**config.mk**
```make
export PLATFORM = sky130hd
export DESIGN_NAME = grr_divider
export DESIGN_NICKNAME = d
export VERILOG_FILES = /design/src/rtl/grr_pkg.sv /design/src/rtl/grr_divider.sv
export SDC_FILE = /design/constraint.sdc
export NUM_CORES = 1
export LEC_CHECK = 0
export BUFFER_PORTS_ARGS = -buffer_cell sky130_fd_sc_hd__buf_2
export CELL_PAD_IN_SITES_DETAIL_PLACEMENT = 0
export CELL_PAD_IN_SITES_GLOBAL_PLACEMENT = 1
export CORE_MARGIN = 3
export CORE_UTILIZATION = 30
export DETAILED_ROUTE_END_ITERATION = 8
export HOLD_SLACK_MARGIN = 0.1
export PLACE_DENSITY = 0.7
export SYNTH_ARGS = -nofsm -noshare
export SYNTH_HDL_FRONTEND = slang
export SYNTH_SLANG_ARGS = --single-unit
```
**constraint.sdc**
```tcl
create_clock -name clock -period 4.18 [get_ports clock]
set_input_delay 0.418 -clock clock [delete_from_list [all_inputs] [get_ports clock]]
set_output_delay 0.418 -clock clock [all_outputs]
set_load 0.005 [all_outputs]
```
**src/rtl/grr_pkg.sv**
```systemverilog
// ----------------------------------------------------------------------------
// grr_pkg
// Shared types and constants for the gamma ramp resampler: item layouts,
// register indexes, lane control and status, divider sizing.
// ----------------------------------------------------------------------------
package grr_pkg;

   // table and field sizing
   localparam int TABLE_DEPTH = 1024;
   localparam int ADDR_W      = $clog2(TABLE_DEPTH);
   localparam int VAL_W       = 16;
   localparam int POS_W       = 16;
   localparam int FILE_W      = 11;
   localparam int RAMP_W      = 17;
   localparam int BYTES_W     = 2;
   localparam int CSR_W       = 17;
   localparam int CSR_IDX_W   = 2;
   localparam int IDX_W       = FILE_W + POS_W;
   localparam int LANES       = 3;

   // divider sizing: 17-bit divisor, one quotient bit per cycle
   localparam int DIV_W  = 17;
   localparam int STEP_W = 5;

   // register indexes
   localparam logic [CSR_IDX_W-1:0] CSR_FILE_ENTRIES = 2'd0;
   localparam logic [CSR_IDX_W-1:0] CSR_RAMP_ENTRIES = 2'd1;
   localparam logic [CSR_IDX_W-1:0] CSR_ENTRY_BYTES  = 2'd2;

   // register reset values
   localparam logic [FILE_W-1:0]  FILE_ENTRIES_RST = 11'd256;
   localparam logic [RAMP_W-1:0]  RAMP_ENTRIES_RST = 17'd256;
   localparam logic [BYTES_W-1:0] ENTRY_BYTES_RST  = 2'd2;
   localparam logic [BYTES_W-1:0] ENTRY_BYTES_ONE  = 2'd1;

   // item actions
   localparam logic ACT_LOAD  = 1'b0;
   localparam logic ACT_QUERY = 1'b1;

   // top value rules and byte entry shift
   localparam logic [VAL_W-1:0] TOP_FLOOR  = 16'h4000;
   localparam logic [VAL_W-1:0] TOP_FORCED = 16'hffff;
   localparam int               BYTE_SHIFT = 8;

   typedef struct packed {
      logic             action;
      logic [POS_W-1:0] position;
      logic [VAL_W-1:0] load_red;
      logic [VAL_W-1:0] load_green;
      logic [VAL_W-1:0] load_blue;
   } req_item_type;

   typedef struct packed {
      logic [VAL_W-1:0] ramp_red;
      logic [VAL_W-1:0] ramp_green;
      logic [VAL_W-1:0] ramp_blue;
      logic             in_range;
   } rsp_item_type;

   // per-cycle operation a lane performs
   typedef enum logic [2:0] {
      LOP_IDLE,
      LOP_CAP_LAST,
      LOP_CAP_PREV,
      LOP_CAP_A,
      LOP_CAP_B,
      LOP_TOP,
      LOP_MUL,
      LOP_DIV
   } lane_op_type;

   typedef struct packed {
      logic              wr_en;
      logic [ADDR_W-1:0] wr_addr;
      logic              byte_mode;
      logic              rd_en;
      logic [ADDR_W-1:0] rd_addr;
      lane_op_type       op;
      logic [DIV_W-1:0]  ratio;
      logic [DIV_W-1:0]  frac;
      logic              direct;
      logic              past_end;
      logic              b_top;
   } lane_ctl_type;

   typedef struct packed {
      logic             done;
      logic [VAL_W-1:0] value;
   } lane_stat_type;

endpackage

```
**src/rtl/grr_divider.sv**
```systemverilog
// ----------------------------------------------------------------------------
// grr_divider
// Restoring divider, one quotient bit per cycle. The dividend is given as an
// upper part that must be below the divisor and a lower part that is shifted
// in MSB first for the given number of steps.
// ----------------------------------------------------------------------------
module grr_divider (
   input  logic                       clock,
   input  logic                       reset,
   input  logic                       start,
   input  logic [grr_pkg::DIV_W-1:0]  divisor,
   input  logic [grr_pkg::DIV_W-1:0]  num_hi,
   input  logic [grr_pkg::DIV_W-1:0]  num_lo,
   input  logic [grr_pkg::STEP_W-1:0] steps,
   output logic                       done,
   output logic [grr_pkg::DIV_W-1:0]  quotient,
   output logic [grr_pkg::DIV_W-1:0]  remainder
);
   import grr_pkg::*;

   logic              busy_ff;
   logic              done_ff;
   logic [STEP_W-1:0] cnt_ff;
   logic [STEP_W-1:0] steps_ff;
   logic [DIV_W-1:0]  rem_ff;
   logic [DIV_W-1:0]  sh_ff;
   logic [DIV_W-1:0]  div_ff;

   logic [DIV_W:0]    trial;
   logic [DIV_W:0]    diff;
   logic              ge;
   logic [DIV_W-1:0]  rem_in;
   logic [DIV_W-1:0]  sh_in;
   logic              last_step;

   // one trial subtraction per cycle
   always_comb begin
      trial     = {rem_ff, sh_ff[DIV_W-1]};
      diff      = trial - {1'b0, div_ff};
      ge        = trial >= {1'b0, div_ff};
      rem_in    = ge ? diff[DIV_W-1:0] : trial[DIV_W-1:0];
      sh_in     = {sh_ff[DIV_W-2:0], ge};
      last_step = cnt_ff == (steps_ff - STEP_W'(1));
   end

   // control
   always_ff @(posedge clock) begin
      if (reset) begin
         busy_ff <= 1'b0;
         done_ff <= 1'b0;
         cnt_ff  <= '0;
      end else begin
         done_ff <= 1'b0;
         if (start) begin
            busy_ff <= 1'b1;
            cnt_ff  <= '0;
         end else if (busy_ff) begin
            cnt_ff <= cnt_ff + STEP_W'(1);
            if (last_step) begin
               busy_ff <= 1'b0;
               done_ff <= 1'b1;
            end
         end
      end
   end

   // datapath
   always_ff @(posedge clock) begin
      if (start) begin
         rem_ff   <= num_hi;
         sh_ff    <= num_lo;
         div_ff   <= divisor;
         steps_ff <= steps;
      end else if (busy_ff) begin
         rem_ff <= rem_in;
         sh_ff  <= sh_in;
      end
   end

   assign done      = done_ff;
   assign quotient  = sh_ff;
   assign remainder = rem_ff;

endmodule

```
==> metrics.md <==
| Metric | Value |
|---|---|
| Path depth of the worst reg2reg path | 11 |
| Crit path buf inv count | 2 |
| Combinational fraction of design power | 0.346 |
| Detailed Place HPWL | 6.29 mm |
| Endpoint type of the worst setup path | flop |
| Number of setup violations in the final report | 0 |
| Least setup slack across all paths after layout | 873 ps |
| Master of the slowest instance on the critical path | or4b_4 |
| Most congested layer reported by global routing | met2 |
| End-of-flow core utilization | 0.385 |
| Part of the total power dissipated in the clock network | 0.287 |
| Initial detailed-routing violation count | 105 |
| Die outline height | 117 um |
| Count of antenna-violating nets left after detailed routing | 0 |
| Tightest hold margin | 258 ps |
| Count of input and output buffers | 93 |
| Nets | 494 |
| Average vias per placed instance | 4.94 |
| Share of the cycle needed by the critical path after routing | 0.791 |
| WP data required | 4260 ps |
| Later-pin clock latency in the skew report | 330 ps |
| Setup slack of the worst register-to-register path | 870 ps |
| Number of max-capacitance violations reported | 0 |
| Status | finished, final reports clean |
| # Post-CTS Setup Buffers | 0 |
| Aggregate routed wire length | 8.47 mm |
| Synthesized instance count | 326 |
| P_sw | 0.000758 W |
| Max stage delay on crit path | 540 ps |
| Fraction of power spent switching nets | 0.328 |
| Dominant delay contributor by cell family on the critical path | compound AO/OA/AOI/OAI gates |
| Synth-to-Final Area Change | 22.2% |
| Final antenna diode count | 0 |
| Part of the Yosys area used for sequential elements | 0.494 |
| Master cell of the clock root buffer | clkbuf_16 |
| H-tree level count | 3 |
| Number of distinct standard cells referenced by the synthesized netlist | 57 |
| Clock skew after layout | 6.68 ps |
| CTS max path bufs | 2 |
| Setup TNS | 0 ps |
| Average size of a mapped cell | 11.3 um2 |
| Clock tree from TritonCTS | done |
| Worst vdd ir | 0.000227 V |
| Aggregate global-route resource usage | 0.133 |
| Number of vias after detailed routing | 2,779 |
| Number of antenna violations at the first check in global routing | 0 |
| Post-Synthesis Cell Area | 0.00369 mm2 |
| Worst setup path start | quotient[16] |
| Capturing point of the worst reg2reg path | remainder[0] |
| Max-slew violation count | 0 |
| Dominant cell type by count on the critical path | inv_1 |
| Cell-by-cell listing of the critical path | inv_1, ha_1, inv_1, fa_1, a21oi_1, nor3_2, or4b_4, a41oi_2, o31a_1, mux2i_1, mux2_2 |
| Kind of start point of the critical path | flop |
| Reg2reg start | quotient[16] |
| Yosys warns | 0 |
| GRT met3 Usage | 0.0483 |
| Met1 layer usage reported by global route | 0.171 |
| Core outline area | 0.0117 mm2 |
| Clk slew on worst S/H paths | 50 ps |
| Path class of the lowest-slack min-delay path | input pin to flop |
| Aggregate global routing overflow | 0 |
| First-pass GRT wire length | 14.0 mm |
| Total of flip-flops plus latches after synthesis | 63 |
| Max Clk Rate | 0.302 GHz |
| Tightest slew margin relative to the limit | 0.408 |
| PwrDens | 513 mW/mm2 |
| Type of the worst setup path | flop to flop |
| Hold path startpoint | reset |
| Hold path cells | 2 |
| Most instantiated flip-flop cell in the synthesis netlist | edfxtp_1 |
| Wire length per cell | 15.0 um |
| Proportion of layout cells with a drive suffix above 1 | 0.331 |
| Hold_buf cts | 0 |
| Worst Setup Slack post-DPL | 873 ps |
| Initial cell density of the core | 0.315 |
| Total count of hold-check failures in the final report | 0 |
| Number of ports placed on the die boundary | 94 |
| Number of global-route vias before repair | 2,892 |
| Routability Congestion | 0.788 |
| Worst-margin pin slew | 882 ps |
| DRC violations left | 0 |
| Static leakage | 1.91 nW |
| Power Total | 0.00231 W |
| Number of enable-type register cells in the synthesized netlist | 56 |
| Resized Gates After CTS | 0 |
| Share of synthesized flip-flops with an asynchronous set or reset | 0 |
| Int Pwr | 0.00156 W |
| Nets in the synthesized netlist | 405 |
| Highest net fanout along the worst path | 8 |
| Hold Path End | busy_ff |
| Final critical-path required period | 3310 ps |
| Unrepaired setup endpoints after global routing | false |
| Arrival time of data at the critical path endpoint | 3380 ps |
| Die boundary width | 117 um |
| M2 GR Usage | 0.206 |
| Number of clock sinks | 63 |
| Die Footprint | 0.0137 mm2 |
| Total clock buffers created by CTS | 9 |
| Number of iterations in the first detailed-routing pass | 4 |
| Maximum number of pins on one net before global-route repair | 55 |
| Row count | 39 |
| Part of the power in registers | 0.367 |
[cells in the final DEF (no fill, tap or decap), types with 2 or more instances in the layout]
| cell type | count |
|---|---|
| buf_4 | 2 |
| mux2i_1 | 10 |
| o211ai_1 | 2 |
| clkbuf_16 | 9 |
| a21o_1 | 6 |
| o31ai_2 | 3 |
| inv_1 | 24 |
| xnor2_1 | 11 |
| nor3b_1 | 4 |
| ha_1 | 19 |
| o21ai_0 | 11 |
| nor2b_1 | 3 |
| nand3b_1 | 4 |
| and3_1 | 2 |
| or3_1 | 2 |
| mux2_2 | 18 |
| edfxtp_1 | 56 |
| nand3_1 | 4 |
| clkinv_2 | 3 |
| clkbuf_1 | 3 |
| dfxtp_1 | 7 |
| nand4_1 | 6 |
| nor2_1 | 18 |
| or2_2 | 3 |
| nor3_1 | 7 |
| buf_2 | 93 |
| nand2b_1 | 3 |
| o21ai_1 | 8 |
| a21oi_1 | 17 |
| xor2_1 | 11 |
| a221o_1 | 4 |
| nand3_2 | 2 |
| nand2_1 | 19 |
[worst register-to-register path, cell delays in order (launching register included)]
cell and delay, ps:
edfxtp_1 400, inv_1 100, ha_1 170, inv_1 60
fa_1 390, a21oi_1 280, nor3_2 80, or4b_4 540
a41oi_2 230, o31a_1 420, mux2i_1 130, mux2_2 260
[flip-flops by register name, indices dropped and copies added (netlist names)]
name       count
busy_ff        1
quotient      17
steps_ff       5
div_ff        17
done           1
cnt_ff         5
remainder     17
[power groups by stage]
stage               registers (W)  logic [W]  clock network, W
floorplan                0.000857   0.000602                 0
global placement         0.000859   0.000799                 0
detailed placement       0.000863   0.000803                 0
CTS                      0.000851   0.000809          0.000679
global route             0.000862   0.000913          0.000710
finish                   0.000849   0.000801          0.000663
[worst max path at each step]
stage              endpoint  slack [ps]  cells after the start
2_1_floorplan  remainder[3]        1200                     11
3_3_place_gp   remainder[0]        1000                     11
3_5_place_dp   remainder[0]         870                     11
4_1_cts        remainder[0]         850                     11
5_1_grt        remainder[0]         630                     11
6_report       remainder[0]         870                     11
[cell usage after synthesis, drive strengths merged, types with 2 or more instances]
| library cell | count | share of area |
|---|---|---|
| ha | 19 | 0.064 |
| nor3b | 4 | 0.0081 |
| nand3 | 6 | 0.011 |
| dfxtp | 7 | 0.038 |
| nand4 | 6 | 0.010 |
| a21oi | 18 | 0.025 |
| or3 | 2 | 0.0034 |
| nor2b | 3 | 0.0051 |
| nor2 | 18 | 0.018 |
| and3 | 2 | 0.0034 |
| o21ai | 19 | 0.026 |
| xnor2 | 11 | 0.026 |
| a41oi | 2 | 0.0068 |
| nand2 | 19 | 0.019 |
| a21o | 6 | 0.012 |
| a211oi | 2 | 0.0054 |
| o311ai | 2 | 0.0047 |
| clkbuf | 8 | 0.0081 |
| mux2i | 10 | 0.027 |
| o31ai | 4 | 0.012 |
| nor3 | 8 | 0.012 |
| nand3b | 4 | 0.0081 |
| xor2 | 11 | 0.026 |
| buf | 9 | 0.019 |
| or2 | 3 | 0.0051 |
| o211ai | 2 | 0.0041 |
| edfxtp | 56 | 0.46 |
| a221o | 4 | 0.011 |
| nand2b | 3 | 0.0051 |
| inv | 24 | 0.024 |
| mux2 | 18 | 0.055 |
[area by class of cell]
| type | count | area [um2] |
|---|---|---|
| Fill cell | 1172 | 7210 |
| Sequential cell | 63 | 1820 |
| Multi-Input combinational cell | 222 | 1680 |
| Timing Repair Buffer | 95 | 480 |
| Clock buffer | 12 | 236 |
| Tap cell | 143 | 179 |
| Inverter | 24 | 90.1 |
| Clock inverter | 4 | 22.5 |
[cells by family (layout without fill, tap and decap cells)]
logic type,count (synthesis),in the layout,synth area share
compound gates,70,70,0.131
xor+xnor,22,22,0.0522
fa+ha+maj,20,20,0.0699
buf+inv,41,135,0.0519
flops,63,63,0.494
mux,28,28,0.0821
simple gates,82,82,0.119
[per-layer routing]
layer	routed length, um	vias up
li1	-	1389
met1	3870	1299
met2	3820	81
met3	645	10
met4	123	0
met5	0	-
[stage by stage]
stage,area [um2],std cells
final,4510,563
after global routing,4510,563
after floorplan,3690,326
after CTS,4510,563
after detailed placement,4250,547
after global placement,4250,547
Power figures use the tool's default switching activity.
